--- config.mk ---
export PLATFORM = sky130hd
export DESIGN_NAME = mtrd_divider
export DESIGN_NICKNAME = d
export VERILOG_FILES = /design/src/hw/rtl/mtrd_pkg.sv /design/src/hw/rtl/mtrd_divider.sv
export SDC_FILE = /design/constraint.sdc
export NUM_CORES = 1
export LEC_CHECK = 0
export BUFFER_PORTS_ARGS = -buffer_cell sky130_fd_sc_hd__buf_4
export CORE_ASPECT_RATIO = 0.5
export CORE_MARGIN = 4
export CORE_UTILIZATION = 35
export DETAILED_ROUTE_END_ITERATION = 6
export HOLD_SLACK_MARGIN = 0.1
export PLACE_DENSITY = 0.53
export SLEW_MARGIN = 15
export SYNTH_ARGS = -nofsm -noshare
export SYNTH_HDL_FRONTEND = slang
export SYNTH_SLANG_ARGS = --single-unit
export TNS_END_PERCENT = 30
--- constraint.sdc ---
create_clock -name clk -period 2.86 [get_ports clk]
set_clock_uncertainty 0.2 [all_clocks]
set_input_delay 0.143 -clock clk [delete_from_list [all_inputs] [get_ports clk]]
set_output_delay 0.143 -clock clk [all_outputs]
set_load 0.01 [all_outputs]
--- src/hw/rtl/mtrd_pkg.sv ---
// Package for the MT19937 ranged draw core: state encoding, table constants,
// tempering function. No dependencies.
`timescale 1ns / 1ps

package mtrd_pkg;

    localparam int unsigned STATE_WORDS  = 624;
    localparam int unsigned TWIST_OFFSET = 397;
    localparam int unsigned IDX_W        = 10;
    localparam int unsigned WORD_W       = 32;

    localparam logic [IDX_W-1:0] LAST_IDX      = IDX_W'(STATE_WORDS - 1);
    localparam logic [IDX_W-1:0] TWIST_IDX     = IDX_W'(STATE_WORDS);
    localparam logic [IDX_W-1:0] UNSEEDED_IDX  = IDX_W'(STATE_WORDS + 1);
    localparam logic [IDX_W-1:0] OFFSET_IDX    = IDX_W'(TWIST_OFFSET);
    localparam logic [IDX_W-1:0] WRAP_IDX      = IDX_W'(STATE_WORDS - TWIST_OFFSET);

    localparam logic [WORD_W-1:0] SEED_RESET = 32'd4357;
    localparam logic [WORD_W-1:0] FILL_MULT  = 32'd69069;
    localparam logic [WORD_W-1:0] TWIST_XOR  = 32'h9908_B0DF;
    localparam logic [WORD_W-1:0] TEMPER_B   = 32'h9D2C_5680;
    localparam logic [WORD_W-1:0] TEMPER_C   = 32'hEFC6_0000;

    typedef enum logic [3:0] {
        ST_IDLE,
        ST_FILL,
        ST_TW_LOAD,
        ST_TW_CUR,
        ST_TW_NEXT,
        ST_TW_FAR,
        ST_TW_WRITE,
        ST_READ,
        ST_TEMPER,
        ST_DIV,
        ST_DELIVER
    } state_t;

    function automatic logic [WORD_W-1:0] temper(input logic [WORD_W-1:0] w);
        logic [WORD_W-1:0] y;
        y = w;
        y = y ^ (y >> 11);
        y = y ^ ((y << 7) & TEMPER_B);
        y = y ^ ((y << 15) & TEMPER_C);
        y = y ^ (y >> 18);
        return y;
    endfunction

endpackage

--- src/hw/rtl/mtrd_divider.sv ---
// Iterative restoring remainder unit, one quotient bit per cycle.
// Uses mtrd_pkg for the word width.
`timescale 1ns / 1ps

module mtrd_divider
    import mtrd_pkg::*;
(
    input  logic              clk,
    input  logic              rst_n,
    input  logic              start,
    input  logic [WORD_W-1:0] dividend,
    input  logic [WORD_W-1:0] divisor,
    output logic              done,
    output logic [WORD_W-1:0] remainder
);

    localparam int unsigned CNT_W = $clog2(WORD_W + 1);

    logic              busy_reg;
    logic              busy_next;
    logic              done_reg;
    logic              done_next;
    logic [CNT_W-1:0]  cnt_reg;
    logic [CNT_W-1:0]  cnt_next;
    logic [WORD_W-1:0] dvd_reg;
    logic [WORD_W-1:0] dvd_next;
    logic [WORD_W-1:0] dsr_reg;
    logic [WORD_W-1:0] dsr_next;
    logic [WORD_W-1:0] rem_reg;
    logic [WORD_W-1:0] rem_next;
    logic [WORD_W:0]   trial;
    logic [WORD_W:0]   shifted;

    always_comb
    begin
        busy_next = busy_reg;
        done_next = 1'b0;
        cnt_next  = cnt_reg;
        dvd_next  = dvd_reg;
        dsr_next  = dsr_reg;
        rem_next  = rem_reg;
        shifted   = {rem_reg, dvd_reg[WORD_W-1]};
        trial     = shifted - {1'b0, dsr_reg};
        if (start)
        begin
            busy_next = 1'b1;
            cnt_next  = CNT_W'(WORD_W);
            dvd_next  = dividend;
            dsr_next  = divisor;
            rem_next  = '0;
        end
        else if (busy_reg)
        begin
            dvd_next = {dvd_reg[WORD_W-2:0], 1'b0};
            if (!trial[WORD_W])
            begin
                rem_next = trial[WORD_W-1:0];
            end
            else
            begin
                rem_next = shifted[WORD_W-1:0];
            end
            cnt_next = cnt_reg - CNT_W'(1);
            if (cnt_reg == CNT_W'(1))
            begin
                busy_next = 1'b0;
                done_next = 1'b1;
            end
        end
    end

    always_ff @(posedge clk or negedge rst_n)
    begin
        if (!rst_n)
        begin
            busy_reg <= 1'b0;
            done_reg <= 1'b0;
            cnt_reg  <= '0;
        end
        else
        begin
            busy_reg <= busy_next;
            done_reg <= done_next;
            cnt_reg  <= cnt_next;
        end
    end

    always_ff @(posedge clk)
    begin
        dvd_reg <= dvd_next;
        dsr_reg <= dsr_next;
        rem_reg <= rem_next;
    end

    assign done      = done_reg;
    assign remainder = rem_reg;

endmodule
==> results of run 1 <==
## layer usage
metal,wire length (µm),global-route usage,up-vias
li1,-,-,2757
met1,7970,0.229,2559
met2,7290,0.270,86
met3,664,0.0434,8
met4,95,0.0288,0
met5,0,0,-
## where the power goes
part	internal, mW	switching (mW)
Combinational	1.31	1.22
Sequential	1.85	0.152
Clock	0.708	0.633
Total	3.86	2.01
## layout make-up
type	count	area, µm²
clock inverters	7	95.1
flip-flops and latches	104	2760
well taps	227	284
inverters	44	165
clock buffers	9	225
repair buffers	277	2290
fillers	1506	7630
multi-input cells	436	3190
## worst max path at each step
stage	depth (start not counted)	startpoint	endpoint	slack, ns
6_report	13	dvd_reg[31]	remainder[8]	-0.36
5_1_grt	13	dvd_reg[31]	remainder[8]	-0.47
4_1_cts	12	dsr_reg[3]	remainder[8]	-0.41
3_5_place_dp	13	dvd_reg[31]	remainder[8]	-0.50
3_3_place_gp	13	dvd_reg[31]	remainder[3]	-0.38
2_1_floorplan	14	dvd_reg[31]	remainder[8]	-0.16
## cells by family (layout without fill, tap and decap cells)
family                     count (synthesis)  count (layout)  share of synthesized area
AOI/OAI and AO/OA                        142             142                      0.167
xor gates and xnor gates                  23              23                     0.0346
adders and majority gates                 35              35                     0.0737
buffers and inverters                     73             337                     0.0478
DFF                                      104             104                      0.457
muxes                                     32              32                     0.0594
and+or+nand+nor                          204             204                      0.160
## what timing repair did
item / in CTS / in global routing
setup buffers: 8 / 3
resized for setup: 12 / 28
endpoints found under the setup margin: 32 / 32
pin swaps: 13 / 20
endpoints found under the hold margin: 74 / 0
hold buffers: 67 / 0
## metrics by stage
stage | cell area (µm²) | util
3_3_place_gp | 7740 | 0.465
2_1_floorplan | 6070 | -
4_1_cts | 8870 | 0.533
6_report | 9010 | 0.542
3_5_place_dp | 7740 | 0.465
5_1_grt | 9010 | 0.542
## synthesized netlist by cell type (all sizes together), types with 7 or more instances
library cell and n:
nand2b 9, a211oi 9, nand3 12, a311oi 27, xnor2 16, nand4 9, o21ai 28, nor2 56
ha 34, clkbuf 18, mux2 31, xor2 7, or3 12, dfrtp 8, inv 44, nor3 7
nand2 70, buf 11, dfxtp 32, a21o 8, a21oi 33, edfxtp 64
## worst max-delay path: cells and delay by family, from the launching register on
kind / cells / cell delay (ns)
AOI/OAI and AO/OA: 5 / 1.01
and+or+nand+nor: 3 / 0.64
adders and majority gates: 2 / 0.53
DFF: 1 / 0.35
buffers and inverters: 2 / 0.21
xor gates and xnor gates: 1 / 0.17
==> reports/results.tsv, run 1 <==
metric	value	unit
drt_iter0_markers	296	
cpPeakStageDelay	0.41	ns
crit_type	flop to flop	
cts_tree	done	
synth_edf_count	64	
synth_warnings	0	
tns	-7.75	ns
min-delay-start	divisor[16]	
fmax	311	MHz
synth_top_cells_by_area	edfxtp_1 32%, dfxtp_1 11%, ha_1 7.0%, mux2_2 5.8%, nand2_1 4.3%	
fin_nets	974	
dpl.cell_count	1010	
p_total	5.87	mW
layout_common_cells	204 x buf_4, 67 x nand2_1, 67 x dlygate4sd3_1	
leakagePower	3.89	nW
vias	5410	
worstPathArrival	3.29	ns
whs_path_depth	2	
firstDrtPassIters	5	
clkTransAtPathRegs	0.08	ns
cp_max_fo	7	
crit_path_top_delay_cell	or4_1	
synth_area	6040	µm²
hold_end	dsr_reg[16]	
status	finished, violations left	
grt_max_degree	53	
cp_cell_sequence	inv_1 > ha_2 > fa_2 > nand2b_4 > a21oi_4 > o41a_1 > nor3_4 > a211oi_2 > o21ai_4 > xor2_4 > buf_12 > or4_1 > a311oi_2	
hold_ws	0.297	ns
ys.flop_type	edfxtp_1	
postSynthAreaPerCell	9.85	µm²
syn_inst	613	
crit_path_end_kind	flop	
irDropWorstVdd	0.321	mV
cts_max_level	3	
area_delta_synth_final	49.2	%
drive_gt1_frac	0.338	
start_util	0.363	
antenna_found_initial	0	
ys_ff_latch	104	
worst_pin_slew	0.658	ns
place_ws	-0.501	ns
drv_slew	0	
die_x	194	µm
rrSetupSlack	-0.36	ns
rr_worst_depth	13	
synth_top_area_cell	edfxtp_1	
drt-total-wl	16.0	mm
setup_violations	32	
layoutNonFillerInstCount	1104	
core_area	16600	µm²
yosysUniqueCellTypes	63	
die_h	101	µm
violations	negative setup slack	
fp-row-count	33	
seq_area_frac_synth	0.457	
gp_congestion	0.853	
min_period	3.22	ns
first_global_vias	5358	
crit_path_start_kind	flop	
track_usage	0.166	
post_drt_wl_per_cell	14.5	µm
hold_violations	0	
ant_nets	0	
power_density	651	nW/µm²
max_cap_violations	0	
async_reset_ff_frac	0.0769	
r2r-start	dvd_reg[31]	
mappedNetlistNets	715	
ios	100	
final_common_cell	buf_4	
required	2.94	ns
worst_slack	-0.357	ns
r2r_end	remainder[8]	
relSlewSlack	0.555	
remaining_drc_errors	0	
synth_top_area_share	0.318	
dpl.hpwl	11.6	mm
overflow	0	
antenna_cells	0	
clk_latency	0.36	ns
die_area	19600	µm²
clockBufferDepth	2	
grt_pass1_wl	26.7	mm
cts.sinks	104	
rsz0062_at_grt	true	
portBuffers	99	
cts_root_buffer	clkbuf_16	
cts-buffers-inserted	9	
viasPerCell	4.90	
hold_class	input pin to flop	
min_period_over_period	1.12	
Power figures use the tool's default switching activity.
==> run 2, diff against run 1 <==
Settings changed: PLACE_DENSITY 0.53 to unset, PLACE_DENSITY_LB_ADDON set to 0.1.
==> run 2 against run 1 <==
Compared with the run above:
- the flow still finishes with violations (negative setup slack)
- combinational power fell by 3%
- register-to-register slack improved by 0.07 ns
- sequential share of layout area rose by 0.53 points
- wire length barely moved
- count of clock-buffer cells in the layout did not move
==> reports/results.tsv, run 2 (synthesis results as in run 1) <==
metric	value	unit	change
cts_root_buffer	clkbuf_16		
status	finished, violations left		
antenna_found_initial	0		unchanged
vias	5376		-0.63%
clk_latency	0.36	ns	about the same
layoutNonFillerInstCount	1099		-0.45%
dpl.hpwl	11.6	mm	-0.14%
area_delta_synth_final	46.7	%	
portBuffers	99		unchanged
p_total	5.68	mW	-3.3%
place_ws	-0.417	ns	+0.0838 ns
worstPathArrival	3.21	ns	-0.08 ns
antenna_cells	0		unchanged
core_area	16600	µm²	unchanged
post_drt_wl_per_cell	14.6	µm	+0.40%
firstDrtPassIters	5		unchanged
clkTransAtPathRegs	0.08	ns	about the same
first_global_vias	5353		-0.093%
fp-row-count	33		unchanged
whs_path_depth	2		unchanged
layout_common_cells	201 x buf_4, 69 x nand2_1, 67 x dlygate4sd3_1		
hold_violations	0		unchanged
crit_path_start_kind	flop		
setup_violations	32		unchanged
final_common_cell	buf_4		
drt_iter0_markers	270		-8.8%
ant_nets	0		unchanged
irDropWorstVdd	0.324	mV	+0.97%
die_x	194	µm	unchanged
violations	negative setup slack		
overflow	0		unchanged
die_h	101	µm	unchanged
r2r_end	remainder[8]		
rrSetupSlack	-0.28	ns	+0.07 ns
drive_gt1_frac	0.319		-0.0187
cp_cell_sequence	inv_1 > ha_1 > nand4_1 > a2111oi_2 > o41a_1 > nor3_4 > a211oi_2 > o21ai_4 > xor2_2 > buf_12 > or4_1 > a311oi_1		
crit_type	flop to flop		
r2r-start	dsr_reg[15]		
power_density	641	nW/µm²	-1.6%
hold_class	input pin to flop		
leakagePower	3.84	nW	-1.4%
clockBufferDepth	2		unchanged
worst_pin_slew	0.689	ns	+0.0310 ns
min_period	3.14	ns	-0.0732 ns
start_util	0.363		unchanged
viasPerCell	4.89		-0.18%
crit_path_top_delay_cell	or4_1		
hold_end	dsr_reg[28]		
fillCellCount	1513		+0.46%
multi_input_area	3110	µm²	-2.7%
relSlewSlack	0.540		-0.0145
tns	-6.50	ns	+1.26 ns
crit_path_end_kind	flop		
min_period_over_period	1.10		-0.0256
fin_nets	969		-0.51%
required	2.93	ns	about the same
cts-buffers-inserted	9		unchanged
grt_max_degree	61		+15%
fmax	318	MHz	+2.3%
grt_pass1_wl	26.8	mm	about the same
drv_slew	0		unchanged
die_area	19600	µm²	unchanged
crit_buf_inv	2		unchanged
crit_family	compound AO/OA/AOI/OAI gates		
worst_slack	-0.284	ns	+0.0732 ns
rsz0062_at_grt	true		
rr_worst_depth	12		-1
seq_area	2760	µm²	unchanged
cpPeakStageDelay	0.40	ns	about the same
max_cap_violations	0		unchanged
drt-total-wl	16.0	mm	about the same
ios	100		unchanged
gp_congestion	0.819		-4.0%
track_usage	0.168		+0.00176
cts.sinks	104		unchanged
hold_ws	0.297	ns	+0.000145 ns
dpl.cell_count	1009		-0.099%
remaining_drc_errors	0		unchanged
cts_tree	done		
cts_max_level	3		unchanged
cp_max_fo	6		-1
min-delay-start	divisor[28]		
==> run 2: cell count changes in the layout (fill, tap and decap cells not counted), moves of 3 or more <==
cell      change
a21oi_1       +3
a21oi_2       -3
a311oi_1      +3
a311oi_2      -3
buf_4         -3
buf_6         -3
==> run 2: repair_timing <==
item                       CTS  global route
pin swaps                   15             6
hold buffers                67             0
hold endpoints to repair    78             0
gates resized for setup     11             9
setup endpoints to repair   32            32
buffers inserted             6             1
==> run 2: layout make-up <==
cell class | count | area share
clock buffer | 9 | 0.0254
clock inverter | 7 | 0.00706
inverter | 44 | 0.0186
multi-input combinational | 436 | 0.351
sequential | 104 | 0.312
tap | 227 | 0.0321
timing repair buffer | 272 | 0.254
==> run 2: routing by layer <==
metal	vias to the layer above	wire length (µm)	GRT usage
met5	-	0	0
met4	0	138	0.0343
met3	14	787	0.0474
met2	102	6950	0.263
met1	2513	8130	0.235
li1	2747	-	-
==> run 2: worst max-delay path by stage <==
stage / start / to / cells past startpoint
global route: dvd_reg[31] / remainder[8] / 13
floorplan: dvd_reg[31] / remainder[8] / 14
finish: dsr_reg[15] / remainder[8] / 12
detailed placement: dvd_reg[31] / remainder[8] / 13
CTS: dvd_reg[31] / remainder[8] / 13
global placement: dsr_reg[0] / remainder[26] / 12
==> run 2: report_power, final <==
group	internal, mW	switching [mW]	total (mW)	leakage (nW)
sequential	1.85	0.152	2.00	1.01
clock	0.609	0.619	1.23	0.138
combinational	1.27	1.18	2.45	2.69
total	3.73	1.95	5.68	3.84
==> run 2: metrics by stage <==
step / utilization / area (µm²)
2_1_floorplan: - / 6070
3_3_place_gp: 0.466 / 7750
3_5_place_dp: 0.466 / 7750
4_1_cts: 0.529 / 8800
5_1_grt: 0.532 / 8860
6_report: 0.532 / 8860
==> run 2: worst register-to-register path, cell delays in order (launching register included) <==
cell and delay (ns):
edfxtp_1 0.34, inv_1 0.05, ha_1 0.29, nand4_1 0.21, a2111oi_2 0.27, o41a_1 0.30, nor3_4 0.06, a211oi_2 0.26
o21ai_4 0.09, xor2_2 0.17, buf_12 0.16, or4_1 0.40, a311oi_1 0.25
==> run 3, diff against run 2 <==
Settings changed: CORE_ASPECT_RATIO 0.5 to unset.
==> run 3 against run 2 <==
Compared with the run above:
- the flow still finishes with violations (negative setup slack)
- power grew 4.3%
- final area up 2.6%
- worst setup slack got worse by 0.12 ns
- count of clock-buffer cells in the layout stayed put
- sequential share of layout area shrank 0.80 points
- combinational power is 6% higher
- final cell count rose by 0.36%
==> reports/results.tsv, run 3 (synthesis results as in run 1) <==
metric	value	unit	change
clk_latency	0.37	ns	about the same
drt_iter0_markers	373		+38%
die_area	19400	µm²	-0.65%
drt-total-wl	16.6	mm	+3.9%
drive_gt1_frac	0.348		+0.0289
dpl.cell_count	1010		+0.099%
max_cap_violations	0		unchanged
status	finished, violations left		
cp_max_fo	7		+1
r2r_end	remainder[8]		
endpoint	remainder[8]		
antenna_cells	0		unchanged
cts.sinks	104		unchanged
track_usage	0.169		+0.000768
fmax	306	MHz	-3.8%
ios	100		unchanged
portBuffers	99		unchanged
worst_pin_slew	0.733	ns	+0.0439 ns
crit_type	flop to flop		
gp_congestion	0.872		+6.5%
crit_path_start_kind	flop		
cts_max_level	3		unchanged
setup_violations	32		unchanged
required	2.95	ns	+0.02 ns
die_h	139	µm	+38%
clkTransAtPathRegs	0.09	ns	about the same
grt_max_degree	51		-16%
worstPathArrival	3.36	ns	+0.15 ns
remaining_drc_errors	0		unchanged
layout_common_cells	206 x buf_4, 67 x dlygate4sd3_1, 65 x nand2_1		
irDropWorstVdd	0.366	mV	+13%
cts-buffers-inserted	9		unchanged
r2r-start	dsr_reg[15]		
power_density	651	nW/µm²	+1.6%
viasPerCell	5.00		+2.3%
antenna_found_initial	0		unchanged
drv_slew	0		unchanged
vias	5518		+2.6%
cts_root_buffer	clkbuf_16		
ant_nets	0		unchanged
overflow	0		unchanged
die_x	139	µm	-28%
core_area	16800	µm²	+0.72%
use_met1	0.217		-0.0178
grt_pass1_wl	27.2	mm	+1.5%
hold_violations	0		unchanged
hold_class	input pin to flop		
fp-row-count	47		+42%
layoutNonFillerInstCount	1103		+0.36%
min_period	3.27	ns	+0.123 ns
top_usage_layer	met2		
rrSetupSlack	-0.41	ns	-0.12 ns
start_util	0.360		-0.00260
critPathLaunch	dsr_reg[15]		
first_global_vias	5677		+6.1%
fillCellCount	1518		+0.33%
final_common_cell	buf_4		
fin_nets	980		+1.1%
rr_worst_depth	12		unchanged
violations	negative setup slack		
cts_tree	done		
worst_slack	-0.407	ns	-0.123 ns
firstDrtPassIters	5		unchanged
min-delay-start	divisor[6]		
min_period_over_period	1.14		+0.0430
dpl.hpwl	11.8	mm	+1.9%
crit_path_end_kind	flop		
grt_util_met2	0.284		+0.0208
relSlewSlack	0.511		-0.0293
rsz0062_at_grt	true		
place_ws	-0.477	ns	-0.0595 ns
clockBufferDepth	2		unchanged
use_met3	0.0439		-0.00350
post_drt_wl_per_cell	15.1	µm	+3.5%
leakagePower	3.93	nW	+2.3%
area_delta_synth_final	50.5	%	
run 3: what timing repair did:
item / CTS / global route
pin swaps: 18 / 19
setup buffers: 7 / 3
gates cloned: 0 / 0
hold buffers: 67 / 0
endpoints found under the hold margin: 73 / 0
endpoints found under the setup margin: 32 / 32
resized for setup: 15 / 29
run 3: worst max-delay path, cell delays in order (launching register included):
cell       delay (ns)
edfxtp_1         0.37
inv_1            0.08
ha_4             0.27
nand4_1          0.20
a2111oi_2        0.29
o41a_1           0.29
nor3_4           0.07
a211oi_4         0.31
o21ai_4          0.14
xor2_4           0.18
buf_12           0.16
or4_4            0.41
a311oi_2         0.23
run 3: per-stage QoR:
step | utilization | TNS (ns) | total power, mW | hold WS, ns | instance area (µm²)
6_report | 0.543 | -9.26 | 5.92 | 0.281 | 9090
5_1_grt | 0.543 | -13.82 | 6.31 | 0.287 | 9090
4_1_cts | 0.531 | -10.81 | 5.87 | 0.268 | 8890
3_5_place_dp | 0.464 | -12.79 | 4.35 | -0.235 | 7780
3_3_place_gp | 0.464 | -9.82 | 4.32 | -0.235 | 7780
2_1_floorplan | - | -3.53 | 3.32 | -0.353 | 6070
run 3: worst min path at each step:
| stage | slack (ns) | cells past startpoint | end |
|---|---|---|---|
| 5_1_grt | 0.29 | 2 | dsr_reg[30] |
| 2_1_floorplan | -0.35 | 0 | busy_reg |
| 3_5_place_dp | -0.23 | 1 | done |
| 6_report | 0.28 | 2 | dsr_reg[6] |
| 3_3_place_gp | -0.23 | 1 | done |
| 4_1_cts | 0.27 | 2 | dsr_reg[13] |
run 3: cell type report:
| class | count | area (µm²) | area share |
|---|---|---|---|
| multi-input cells | 436 | 3230 | 0.355 |
| flip-flops and latches | 104 | 2760 | 0.304 |
| well taps | 220 | 275 | 0.0303 |
| inverters | 44 | 165 | 0.0182 |
| clock inverters | 7 | 88.8 | 0.00977 |
| repair buffers | 283 | 2350 | 0.258 |
| clock buffers | 9 | 225 | 0.0248 |
run 3: report_power, final:
part | switching, mW | leakage, nW | total [mW] | internal, mW
combinational | 1.23 | 2.77 | 2.59 | 1.35
clock | 0.686 | 0.153 | 1.32 | 0.638
sequential | 0.165 | 1.01 | 2.01 | 1.85
run 3: routing by layer:
| layer | routed length, µm | share of wire | up-vias |
|---|---|---|---|
| met5 | 0 | 0 | - |
| met4 | 214 | 0.013 | 0 |
| met3 | 796 | 0.048 | 18 |
| met2 | 8030 | 0.48 | 115 |
| met1 | 7590 | 0.46 | 2619 |
| li1 | - | - | 2766 |
